--- config.mk ---
export PLATFORM = sky130hd
export DESIGN_NAME = utf8_to_utf16_decoder_top
export DESIGN_NICKNAME = d
export VERILOG_FILES = /design/src/rtl/core/u8u16_pkg.sv /design/src/rtl/core/u8u16_front.sv /design/src/rtl/core/u8u16_queue.sv /design/src/rtl/core/u8u16_back.sv /design/src/rtl/core/utf8_to_utf16_decoder_top.sv
export VERILOG_INCLUDE_DIRS = /design/src /design/src/rtl/core
export SDC_FILE = /design/constraint.sdc
export NUM_CORES = 1
export LEC_CHECK = 0
export BUFFER_PORTS_ARGS = -buffer_cell sky130_fd_sc_hd__buf_2
export CORE_MARGIN = 1.5
export CORE_UTILIZATION = 50
export DETAILED_ROUTE_END_ITERATION = 8
export PLACE_DENSITY = 0.68
export SYNTH_ARGS = -nofsm -noshare
export SYNTH_HDL_FRONTEND = slang
export SYNTH_HIERARCHICAL = 1
export SYNTH_SLANG_ARGS = --single-unit
--- constraint.sdc ---
create_clock -name clk -period 8.7 [get_ports clk]
set_clock_uncertainty 0.15 [all_clocks]
set_input_delay 0.87 -clock clk [delete_from_list [all_inputs] [get_ports clk]]
set_output_delay 0.87 -clock clk [all_outputs]
set_load 0.03 [all_outputs]
--- src/rtl/core/utf8_to_utf16_decoder_top_defines.svh ---
// Assertion macros shared by the UTF-8 to UTF-16 decoder RTL.
// Included by files that check their own logic; no other dependencies.
`ifndef UTF8_TO_UTF16_DECODER_TOP_DEFINES_SVH
`define UTF8_TO_UTF16_DECODER_TOP_DEFINES_SVH

// Same-cycle implication, sampled on clk, off while reset is asserted.
`define U8U16_ASSERT_NOW(label, ante, cons, msg) \
    label: assert property (@(posedge clk) disable iff (!rst_n) (ante) |-> (cons)) \
        else $error(msg);

// Next-cycle implication, sampled on clk, off while reset is asserted.
`define U8U16_ASSERT_NEXT(label, ante, cons, msg) \
    label: assert property (@(posedge clk) disable iff (!rst_n) (ante) |=> (cons)) \
        else $error(msg);

`endif

--- src/rtl/core/u8u16_pkg.sv ---
// Shared types and constants for the UTF-8 to UTF-16 decoder.
// No dependencies; imported by every module of the block.
package u8u16_pkg;

    localparam int QUEUE_DEPTH = 4;

    localparam logic [20:0] REPLACEMENT_CHAR = 21'h00FFFD;
    localparam logic [20:0] MAX_POINT        = 21'h10FFFF;
    localparam logic [20:0] SURR_FIRST       = 21'h00D800;
    localparam logic [20:0] SURR_LAST        = 21'h00DFFF;
    localparam logic [5:0]  HIGH_SURR_TAG    = 6'b110110;
    localparam logic [5:0]  LOW_SURR_TAG     = 6'b110111;

    // One decoded job: a run of replacement characters, then optionally a
    // code point that is already range-checked.
    typedef struct packed {
        logic [1:0]  n_bad;
        logic        has_point;
        logic [20:0] point;
    } u8u16_job_t;

endpackage

--- src/rtl/core/u8u16_front.sv ---
// Front end: accepts UTF-8 beats, tracks the open sequence and builds jobs.
// Depends on u8u16_pkg and the assertion macro header.
`include "utf8_to_utf16_decoder_top_defines.svh"

module u8u16_front (
    input  logic                  clk,
    input  logic                  rst_n,
    input  logic                  in_valid,
    input  logic                  in_full,
    input  logic [7:0]            byte_in,
    input  logic                  is_last,
    output logic                  push,
    output u8u16_pkg::u8u16_job_t job
);
    import u8u16_pkg::*;

    logic [20:0] partial_point_reg, partial_point_next;
    logic [1:0]  bytes_needed_reg, bytes_needed_next;
    logic [1:0]  bytes_taken_reg, bytes_taken_next;

    logic        accept;
    logic        st_has;
    logic [20:0] st_point;
    logic        st_open;
    logic [20:0] st_bits;
    logic [1:0]  st_extra;
    logic [20:0] cont_point;
    logic [20:0] raw_point;
    logic        raw_has;
    logic [1:0]  raw_bad;

    assign accept     = in_valid && !in_full;
    assign cont_point = {partial_point_reg[14:0], byte_in[5:0]};

    // Decoding of a byte where a lead is expected.
    always_comb
    begin
        st_has   = 1'b0;
        st_point = '0;
        st_open  = 1'b0;
        st_bits  = '0;
        st_extra = '0;
        case (byte_in) inside
            8'b0???????:
            begin
                st_has   = 1'b1;
                st_point = {14'b0, byte_in[6:0]};
            end
            8'b110?????:
            begin
                st_open  = 1'b1;
                st_bits  = {16'b0, byte_in[4:0]};
                st_extra = 2'd1;
            end
            8'b1110????:
            begin
                st_open  = 1'b1;
                st_bits  = {17'b0, byte_in[3:0]};
                st_extra = 2'd2;
            end
            8'b11110???:
            begin
                st_open  = 1'b1;
                st_bits  = {18'b0, byte_in[2:0]};
                st_extra = 2'd3;
            end
            default:
            begin
                st_has   = 1'b1;
                st_point = REPLACEMENT_CHAR;
            end
        endcase
        // A multi-byte lead on the final beat of a string cannot complete.
        if (st_open && is_last)
        begin
            st_open  = 1'b0;
            st_has   = 1'b1;
            st_point = REPLACEMENT_CHAR;
        end
    end

    always_comb
    begin
        partial_point_next = partial_point_reg;
        bytes_needed_next  = bytes_needed_reg;
        bytes_taken_next   = bytes_taken_reg;
        raw_bad            = 2'd0;
        raw_has            = 1'b0;
        raw_point          = '0;
        if (bytes_needed_reg == 2'd0)
        begin
            raw_has   = st_has;
            raw_point = st_point;
            if (st_open)
            begin
                partial_point_next = st_bits;
                bytes_needed_next  = st_extra;
                bytes_taken_next   = 2'd1;
            end
        end
        else if (byte_in[7:6] == 2'b10)
        begin
            if (bytes_needed_reg == 2'd1)
            begin
                raw_has            = 1'b1;
                raw_point          = cont_point;
                partial_point_next = '0;
                bytes_needed_next  = 2'd0;
                bytes_taken_next   = 2'd0;
            end
            else if (is_last)
            begin
                raw_bad            = bytes_taken_reg + 2'd1;
                partial_point_next = '0;
                bytes_needed_next  = 2'd0;
                bytes_taken_next   = 2'd0;
            end
            else
            begin
                partial_point_next = cont_point;
                bytes_needed_next  = bytes_needed_reg - 2'd1;
                bytes_taken_next   = bytes_taken_reg + 2'd1;
            end
        end
        else
        begin
            // Broken sequence: flush what was taken, then treat this byte as a lead.
            raw_bad   = bytes_taken_reg;
            raw_has   = st_has;
            raw_point = st_point;
            if (st_open)
            begin
                partial_point_next = st_bits;
                bytes_needed_next  = st_extra;
                bytes_taken_next   = 2'd1;
            end
            else
            begin
                partial_point_next = '0;
                bytes_needed_next  = 2'd0;
                bytes_taken_next   = 2'd0;
            end
        end
    end

    always_comb
    begin
        job.n_bad     = raw_bad;
        job.has_point = raw_has;
        if (raw_point > MAX_POINT || (raw_point >= SURR_FIRST && raw_point <= SURR_LAST))
        begin
            job.point = REPLACEMENT_CHAR;
        end
        else
        begin
            job.point = raw_point;
        end
    end

    assign push = accept && (raw_has || raw_bad != 2'd0);

    always_ff @(posedge clk or negedge rst_n)
    begin
        if (!rst_n)
        begin
            partial_point_reg <= '0;
            bytes_needed_reg  <= '0;
            bytes_taken_reg   <= '0;
        end
        else if (accept)
        begin
            partial_point_reg <= partial_point_next;
            bytes_needed_reg  <= bytes_needed_next;
            bytes_taken_reg   <= bytes_taken_next;
        end
    end

    `U8U16_ASSERT_NOW(a_open_seq_consistent, 1'b1,
        (bytes_needed_reg == 2'd0) == (bytes_taken_reg == 2'd0),
        "front: needed and taken counts disagree on an open sequence")
    `U8U16_ASSERT_NOW(a_seq_len_bound, 1'b1,
        ({1'b0, bytes_needed_reg} + {1'b0, bytes_taken_reg}) <= 3'd4,
        "front: open sequence longer than four bytes")
    `U8U16_ASSERT_NOW(a_lead_is_silent,
        accept && bytes_needed_reg == 2'd0 && byte_in[7:5] == 3'b110 && !is_last,
        !push,
        "front: a two-byte lead pushed a job")

endmodule

--- src/rtl/core/u8u16_queue.sv ---
// Job queue between the front end and the unit generator.
// Depends on u8u16_pkg for the job type.
module u8u16_queue #(
    parameter int DEPTH = u8u16_pkg::QUEUE_DEPTH
) (
    input  logic                  clk,
    input  logic                  rst_n,
    input  logic                  push,
    input  u8u16_pkg::u8u16_job_t push_job,
    input  logic                  pop,
    output logic                  full,
    output logic                  head_valid,
    output u8u16_pkg::u8u16_job_t head_job
);
    import u8u16_pkg::*;

    localparam int PTR_W = (DEPTH > 1) ? $clog2(DEPTH) : 1;
    localparam int CNT_W = $clog2(DEPTH + 1);

    u8u16_job_t       slots_reg [DEPTH];
    logic [PTR_W-1:0] wr_ptr_reg, wr_ptr_next;
    logic [PTR_W-1:0] rd_ptr_reg, rd_ptr_next;
    logic [CNT_W-1:0] count_reg, count_next;
    logic             do_push;
    logic             do_pop;

    assign full       = (count_reg == CNT_W'(DEPTH));
    assign head_valid = (count_reg != '0);
    assign head_job   = slots_reg[rd_ptr_reg];
    assign do_push    = push && !full;
    assign do_pop     = pop && head_valid;

    always_comb
    begin
        wr_ptr_next = wr_ptr_reg;
        rd_ptr_next = rd_ptr_reg;
        count_next  = count_reg;
        if (do_push)
        begin
            wr_ptr_next = (wr_ptr_reg == PTR_W'(DEPTH - 1)) ? '0 : wr_ptr_reg + 1'b1;
        end
        if (do_pop)
        begin
            rd_ptr_next = (rd_ptr_reg == PTR_W'(DEPTH - 1)) ? '0 : rd_ptr_reg + 1'b1;
        end
        if (do_push && !do_pop)
        begin
            count_next = count_reg + 1'b1;
        end
        else if (do_pop && !do_push)
        begin
            count_next = count_reg - 1'b1;
        end
    end

    always_ff @(posedge clk or negedge rst_n)
    begin
        if (!rst_n)
        begin
            wr_ptr_reg <= '0;
            rd_ptr_reg <= '0;
            count_reg  <= '0;
        end
        else
        begin
            wr_ptr_reg <= wr_ptr_next;
            rd_ptr_reg <= rd_ptr_next;
            count_reg  <= count_next;
        end
    end

    always_ff @(posedge clk)
    begin
        if (do_push)
        begin
            slots_reg[wr_ptr_reg] <= push_job;
        end
    end

endmodule

--- src/rtl/core/u8u16_back.sv ---
// Back end: expands one job into output units and holds the output beat.
// Depends on u8u16_pkg and the assertion macro header.
`include "utf8_to_utf16_decoder_top_defines.svh"

module u8u16_back (
    input  logic                  clk,
    input  logic                  rst_n,
    input  logic                  wide_mode,
    input  logic                  head_valid,
    input  u8u16_pkg::u8u16_job_t head_job,
    output logic                  pop,
    input  logic                  out_stall,
    output logic                  out_valid,
    output logic [20:0]           unit,
    output logic                  end_of_run
);
    import u8u16_pkg::*;

    logic        out_valid_reg, out_valid_next;
    logic [20:0] unit_reg;
    logic        end_of_run_reg;
    logic [1:0]  idx_reg, idx_next;

    logic        load;
    logic        split;
    logic [2:0]  total;
    logic        last_unit;
    logic [19:0] offset;
    logic [20:0] unit_sel;

    assign load   = head_valid && (!out_valid_reg || !out_stall);
    assign split  = head_job.has_point && !wide_mode && (head_job.point[20:16] != 5'd0);
    assign total  = {1'b0, head_job.n_bad} + {2'b0, head_job.has_point} + {2'b0, split};
    assign last_unit = ({1'b0, idx_reg} + 3'd1) == total;
    assign offset = head_job.point[19:0] - 20'h10000;

    // Replacement characters come first, then the code point or its pair.
    always_comb
    begin
        if (idx_reg < head_job.n_bad)
        begin
            unit_sel = REPLACEMENT_CHAR;
        end
        else if (idx_reg == head_job.n_bad)
        begin
            unit_sel = split ? {5'b0, HIGH_SURR_TAG, offset[19:10]} : head_job.point;
        end
        else
        begin
            unit_sel = {5'b0, LOW_SURR_TAG, offset[9:0]};
        end
    end

    always_comb
    begin
        idx_next       = idx_reg;
        out_valid_next = out_valid_reg;
        if (load)
        begin
            out_valid_next = 1'b1;
            idx_next       = last_unit ? 2'd0 : idx_reg + 2'd1;
        end
        else if (!out_stall)
        begin
            out_valid_next = 1'b0;
        end
    end

    assign pop        = load && last_unit;
    assign out_valid  = out_valid_reg;
    assign unit       = unit_reg;
    assign end_of_run = end_of_run_reg;

    always_ff @(posedge clk or negedge rst_n)
    begin
        if (!rst_n)
        begin
            out_valid_reg <= 1'b0;
            idx_reg       <= '0;
        end
        else
        begin
            out_valid_reg <= out_valid_next;
            idx_reg       <= idx_next;
        end
    end

    always_ff @(posedge clk)
    begin
        if (load)
        begin
            unit_reg       <= unit_sel;
            end_of_run_reg <= last_unit;
        end
    end

    `U8U16_ASSERT_NOW(a_job_stays_at_head, idx_reg != 2'd0, head_valid,
        "back: job left the queue while partly emitted")
    `U8U16_ASSERT_NOW(a_idx_in_job, head_valid, ({1'b0, idx_reg} < total),
        "back: unit index past the end of the job")
    `U8U16_ASSERT_NOW(a_mid_job_output, idx_reg != 2'd0,
        out_valid_reg && !end_of_run_reg,
        "back: mid-job output beat missing or flagged as end of run")
    `U8U16_ASSERT_NEXT(a_idx_advances, load && !last_unit, idx_reg != 2'd0,
        "back: unit index did not advance within a job")

endmodule

--- src/rtl/core/utf8_to_utf16_decoder_top.sv ---
// UTF-8 to UTF-16 decoder, top level.
//
// Input channel (in_valid, in_stall, byte_in, is_last): one UTF-8 byte per
// beat; is_last marks the final byte of a string. A beat is taken on a rising
// edge with in_valid high and in_stall low.
// Output channel (out_valid, out_stall, unit, end_of_run): one UTF-16 unit, or
// one whole code point when wide mode is set, per beat; end_of_run marks the
// last unit caused by an input byte. A byte may cause zero to four units.
// Configuration channel (cfg_valid, cfg_ready, cfg_data): writes the wide-mode
// bit; cfg_ready is always high. Write it only while the block is idle.
// A byte's job is written to the queue on acceptance and its first unit is then
// loaded into the output register. Throughput: one byte per cycle while each
// byte gives at most one unit and out_stall is low; the output register drains
// one unit per cycle while out_stall is low, so bytes that give several units
// hold the four-entry job queue and raise in_stall once it fills.
// Reset clears the open sequence, the queue, the output beat and wide mode.
// When out_stall is high the output beat holds; the queue keeps taking bytes
// until it is full.
module utf8_to_utf16_decoder_top #(
    parameter int QUEUE_DEPTH = u8u16_pkg::QUEUE_DEPTH
) (
    input  logic        clk,
    input  logic        rst_n,
    input  logic        in_valid,
    output logic        in_stall,
    input  logic [7:0]  byte_in,
    input  logic        is_last,
    output logic        out_valid,
    input  logic        out_stall,
    output logic [20:0] unit,
    output logic        end_of_run,
    input  logic        cfg_valid,
    output logic        cfg_ready,
    input  logic        cfg_data
);
    import u8u16_pkg::*;

    logic       wide_units_32_reg;
    logic       q_full;
    logic       q_push;
    u8u16_job_t q_push_job;
    logic       q_pop;
    logic       q_head_valid;
    u8u16_job_t q_head_job;

    assign cfg_ready = 1'b1;
    assign in_stall  = q_full;

    always_ff @(posedge clk or negedge rst_n)
    begin
        if (!rst_n)
        begin
            wide_units_32_reg <= 1'b0;
        end
        else if (cfg_valid && cfg_ready)
        begin
            wide_units_32_reg <= cfg_data;
        end
    end

    u8u16_front u_front (
        .clk      (clk),
        .rst_n    (rst_n),
        .in_valid (in_valid),
        .in_full  (q_full),
        .byte_in  (byte_in),
        .is_last  (is_last),
        .push     (q_push),
        .job      (q_push_job)
    );

    u8u16_queue #(
        .DEPTH (QUEUE_DEPTH)
    ) u_queue (
        .clk        (clk),
        .rst_n      (rst_n),
        .push       (q_push),
        .push_job   (q_push_job),
        .pop        (q_pop),
        .full       (q_full),
        .head_valid (q_head_valid),
        .head_job   (q_head_job)
    );

    u8u16_back u_back (
        .clk        (clk),
        .rst_n      (rst_n),
        .wide_mode  (wide_units_32_reg),
        .head_valid (q_head_valid),
        .head_job   (q_head_job),
        .pop        (q_pop),
        .out_stall  (out_stall),
        .out_valid  (out_valid),
        .unit       (unit),
        .end_of_run (end_of_run)
    );

endmodule
== Word level (Yosys, flattened, before mapping) ==
Memories as Yosys holds them, arrays and structs flattened.
Cells that the tools add are included.
Storage, ports and cells
  register bits: 52
  memory bits (writable): 96
  input bits: 15
  output and inout bits: 25
  logic and storage cells: 134
  memories kept: 1
Cells by class
  $add $sub $neg: 11
  magnitude comparators: 4
  equality and inequality tests: 12
  multiplexer cells: 63
  bitwise logic cells: 1
  reduce and logical (&&, ||, !) cells: 29
Memory list
  u_queue.slots_reg: words 4, width 24, rd ports 1, clocked after Yosys merged registers in 0, wr ports 1, RTL line u8u16_queue.sv:20  | u8u16_job_t slots_reg [DEPTH];
Operators by type and width (number)
  $mux 21: 7
  $mux 15: 8
  $mux 2: 22
  $mux 16: 2
  $mux 14: 2
  $ge 21x16->1 const B: 1
  $gt 21x21->1 const B: 1
  $le 21x16->1 const B: 1
  $sub 20x17->20 const B: 1
  $mux 1: 18
  $logic_and 1x1->1: 12
  $mux 3: 3
  $add 2x1->2 const B: 4
  $eq 2x2->1 const B: 3
  $eq 3x3->1 const B: 2
  $logic_not 1->1: 6
  $eq 5x5->1 const B: 1
  $reduce_bool 5->1: 1
  $eq 4x4->1 const B: 1
  $mux 4: 1
  $ne 2x1->1 const B: 2
  $reduce_bool 2->1: 2
  $add 2x1->3: 1
  $add 2x1->3 const B: 1
  15 further kinds: 17

== Longest topological paths before layout ==
  depth in word-level cells: 16
  mapped depth: 22
  mapped depth without buffers: 19

== Modules after synthesis ==
The synthesis kept the hierarchy.
By module, submodules not included
  u8u16_queue: times used 1, cells an instance 163, area each 3986.3 um^2, seq. area each 3057.9 um^2
  u8u16_front: times used 1, cells an instance 192, area each 1473.9 um^2, seq. area each 475.5 um^2
  u8u16_back: times used 1, cells an instance 107, area each 1288.7 um^2, seq. area each 735.7 um^2
  utf8_to_utf16_decoder_top: times used 1, cells an instance 4, area each 51.3 um^2, seq. area each 25.0 um^2

== Worst setup path before layout ==
OpenSTA, ideal clock, no wires.
  path type: register to register
  start point: register u_queue.rd_ptr_reg[0]
  end point: register u_queue.count_reg[1]
  setup time: 0.125 ns
  arrival time: 4.314 ns
  data required time: 8.425 ns
  path slack: 4.112 ns
  stages on the path, launching flop included: 21
  path buffers: 3
  clock period less this slack: 4.588 ns
  cells stage by stage: dfrtp_1 -> buf_6 -> buf_12 -> mux4_2 -> inv_1 -> ha_1 -> or4b_1 -> buf_2 -> nand2_1 -> xnor2_1 -> ha_1 -> a21o_1 -> ha_1 -> xor2_1 -> nor3_1 -> and2_1 -> nand2_4 -> ha_1 -> inv_1 -> fa_1 -> mux2_2
RTL lines
  from (decl): RTL line u8u16_queue.sv:22  | logic [PTR_W-1:0] rd_ptr_reg, rd_ptr_next;
  from (signal assigned): RTL line u8u16_queue.sv:67  | rd_ptr_reg <= rd_ptr_next;
  to (signal assigned): RTL line u8u16_queue.sv:68  | count_reg <= count_next;
  to (decl): RTL line u8u16_queue.sv:23  | logic [CNT_W-1:0] count_reg, count_next;

==> out/results.tsv <==
stage	metric	value	unit
worst_setup_path	Max stage delay cell, worst path	or4b_1	
synthesis	largest family of logic cells by synthesized area	simple AND/OR/NAND/NOR gates	
routing	via count	3955	
floorplanning	die height	120	um
synthesis	Post-Synth Simple-Gate Area	9.86	%
cells_and_area	Antenna Diode Count	0	
synthesis	Post-Synth Adder-Cell Area	3.05	%
synthesis	most frequent cell after synthesis	edfxtp_1	
synthesis	Mean Syn Cell Area	14.6	um^2
worst_setup_path	Critical Path RT	8850	ps
synthesis	Syn Inst Count	466	
floorplanning	I/O pins	40	
synthesis	Synth warnings	6	
sta	setup TNS	0	ps
clocking	CTS Buf Count	17	
worst_setup_path	FF-to-FF setup slack	3490	ps
synthesis	Synth Flop Type	edfxtp_1	
power_and_ir_drop	Pwr Density	376	mW/mm^2
clocking	TritonCTS clock tree	built	
clocking	total setup buffers inserted after CTS	0	
clocking	clock latency on the worst-skew pair	420	ps
worst_hold_path	HP Class	flip-flop to flip-flop	
cells_and_area	max reg flops	96	
grt	first-pass GRT wire length	20000	um
synthesis	top cells by count, synth	edfxtp_1, o21ai_0, dfrtp_1, nand2_1, nand3_1	
clocking	hold buffer count at cts	0	
synthesis	syn_nets	497	
worst_setup_path	max incr delay on CP	660	ps
place	Placed Cells	659	
cells_and_area	layout cells sized above 1	20.8	%
grt	vias in the first global route	3860	
sta	Slew Limit Headroom	19.6	%
power_and_ir_drop	peak supply drop	0.178	mV
cells_and_area	nets	533	
synthesis	post-synthesis mux area share	9.86	%
worst_hold_path	Hold Startpoint	u_queue/count_reg[2]	
floorplanning	Die Wd	120	um
sta	Final period util	59.9	%
place	Final Wtd Congestion	0.883	
run_status	status	completed	
synthesis	Compound-Gate Fraction of Synth Area	9.00	%
sta	Worst Slack Setup Final	3490	ps
place	pre-CTS setup slack	3510	ps
sta	count of final setup violators	0	
worst_setup_path	crit path cell chain	buf_4 > mux4_2 > inv_1 > ha_1 > or4b_1 > nand2_1 > xnor2_1 > ha_1 > a21o_1 > ha_1 > xor2_1 > nor3_1 > and2_1 > nand2_4 > ha_1 > inv_1 > fa_1 > mux2_2	
clocking	cts repair resizes	0	
synthesis	post-synth top area share	52.1	%
cells_and_area	Layout area overhead	12.7	%
clocking	H-Tree Depth	4	
power_and_ir_drop	Leak	2.79	nW
synthesis	Synth cell types	71	
synthesis	Async S/R FF share, synth	20.3	%
routing	final WL	12400	um
synthesis	leading area contributor after synthesis	edfxtp_1	
routing	via-per-instance ratio	5.72	
worst_setup_path	CP arrival	5370	ps
floorplanning	die area	0.0143	mm^2
worst_setup_path	critical path class	flip-flop to flip-flop	
sta	RSZ-0062 raised after global routing	no	
clocking	Clock transition at path regs	60	ps
worst_setup_path	CP dominant cell by count	ha_1	
clocking	TritonCTS Sinks	148	
worst_setup_path	Max FO, Critical Path	27	
synthesis	Synth Area in XOR/XNOR	1.16	%
grt	largest net degree at the start of global routing	31	
place	DP Wirelength	8440	um
sta	minimum clock period	5210	ps
power_and_ir_drop	Pwr Total	0.00288	W
sta	Slew Viols, Final	0	
sta	maximum clock frequency	192	MHz
worst_setup_path	Crit. End Element	flip-flop	
clocking	root buffer cell	clkbuf_16	
synthesis	sequential area share after synthesis	63.1	%
cells_and_area	fin cells	691	
routing	first-pass iteration count of the detailed router	5	
sta	final hold vios	0	
synthesis	Synth area leaders	edfxtp_1, dfrtp_1, mux4_2, o21ai_0, ha_1	
floorplanning	Std-Cell Core Area	0.0132	mm^2
grt	GRT Overall Usage	18.8	%
synthesis	Yosys reg bits	148	
clocking	clk buf depth	2	
synthesis	EDFF count, synth	118	
sta	Slew @ Worst Pin	1190	ps
routing	initial drt markers	367	
worst_setup_path	crit start category	flip-flop	
worst_setup_path	Critical Path Source	u_queue/rd_ptr_reg[0]	
worst_setup_path	FF-to-FF Start	u_queue/rd_ptr_reg[0]	
floorplanning	Initial Utilization	51.4	%
grt	Overflow after GRT	0	
floorplanning	Core Rows	42	
routing	number of remaining DRC errors	0	
routing	Detail Route Antenna Nets	0	
synthesis	Cell Area, Synth	0.00680	mm^2
place	IO buf count	38	
flow_run	Max-Cap Viols	0	
grt	initial antenna violation count	0	
routing	routed len/inst	18.0	um
worst max-delay path, delay by kind of cell, from the launching register on:
family / cells / cell delay, ps
xor gates and xnor gates: 2 / 250
buffers and inverters: 3 / 610
muxes: 2 / 890
AOI/OAI and AO/OA: 1 / 150
DFF: 1 / 330
adders and majority gates: 5 / 1250
and+or+nand+nor: 5 / 1470
stage by stage:
stage / hold WS, ps / cell area (um^2) / util [%]
2_1_floorplan: 314 / 6800 / -
3_3_place_gp: 332 / 7070 / 53.4
3_5_place_dp: 345 / 7070 / 53.4
4_1_cts: 353 / 7660 / 57.9
5_1_grt: 372 / 7660 / 57.9
6_report: 346 / 7660 / 57.9
power by group:
part	switching, W	total, W	internal, W
Combinational	0.000658	0.00107	0.000416
Clock	0.000272	0.000720	0.000448
Sequential	0.0000664	0.00109	0.00102
Total	0.000996	0.00288	0.00189
final cells by class:
type / count / area [um^2]
Multi-Input combinational cell: 272 / 2250
Sequential cell: 148 / 4290
Fill cell: 1041 / 5580
Timing Repair Buffer: 45 / 243
Tap cell: 176 / 220
Clock buffer: 18 / 429
Inverter: 18 / 67.6
Clock inverter: 14 / 160
cell usage in the layout (no fill, tap or decap), drive strengths merged, types with 10 or more instances in the layout:
cell	instances
and2	13
nor2	10
buf	45
nand3	21
ha	15
dfrtp	30
inv	20
nand2	30
o21ai	53
o211ai	10
mux4	24
clkbuf	18
edfxtp	118
cell families (layout without fill, tap and decap cells):
logic type | Yosys count | count (layout)
buf+inv | 46 | 95
xor+xnor | 9 | 9
fa+ha+maj | 16 | 16
simple gates | 119 | 119
compound gates | 95 | 95
flops | 148 | 148
other cells | 1 | 1
mux | 32 | 32
worst paths after layout:
kind	endpoint	cells after the start
max in group asynchronous	u_queue/wr_ptr_reg[1]	1
setup / recovery	u_queue/count_reg[1]	18
min in group asynchronous	u_front/bytes_needed_reg[0]	1
setup reg to reg	u_queue/count_reg[1]	18
hold / removal	u_queue/count_reg[2]	1
hold reg to reg	u_queue/count_reg[2]	1
layer usage:
layer / share of wire [%] / vias to the layer above / GRT usage, % / routed length, um
met3: 5.1 / 15 / 5.37 / 631
li1: - / 1862 / - / -
met4: 1.6 / 0 / 8.11 / 204
met2: 49 / 104 / 29.8 / 6060
met5: 0 / - / 0 / 0
met1: 44 / 1974 / 24.3 / 5510
Note: power is estimated with default switching activity, not from simulation.
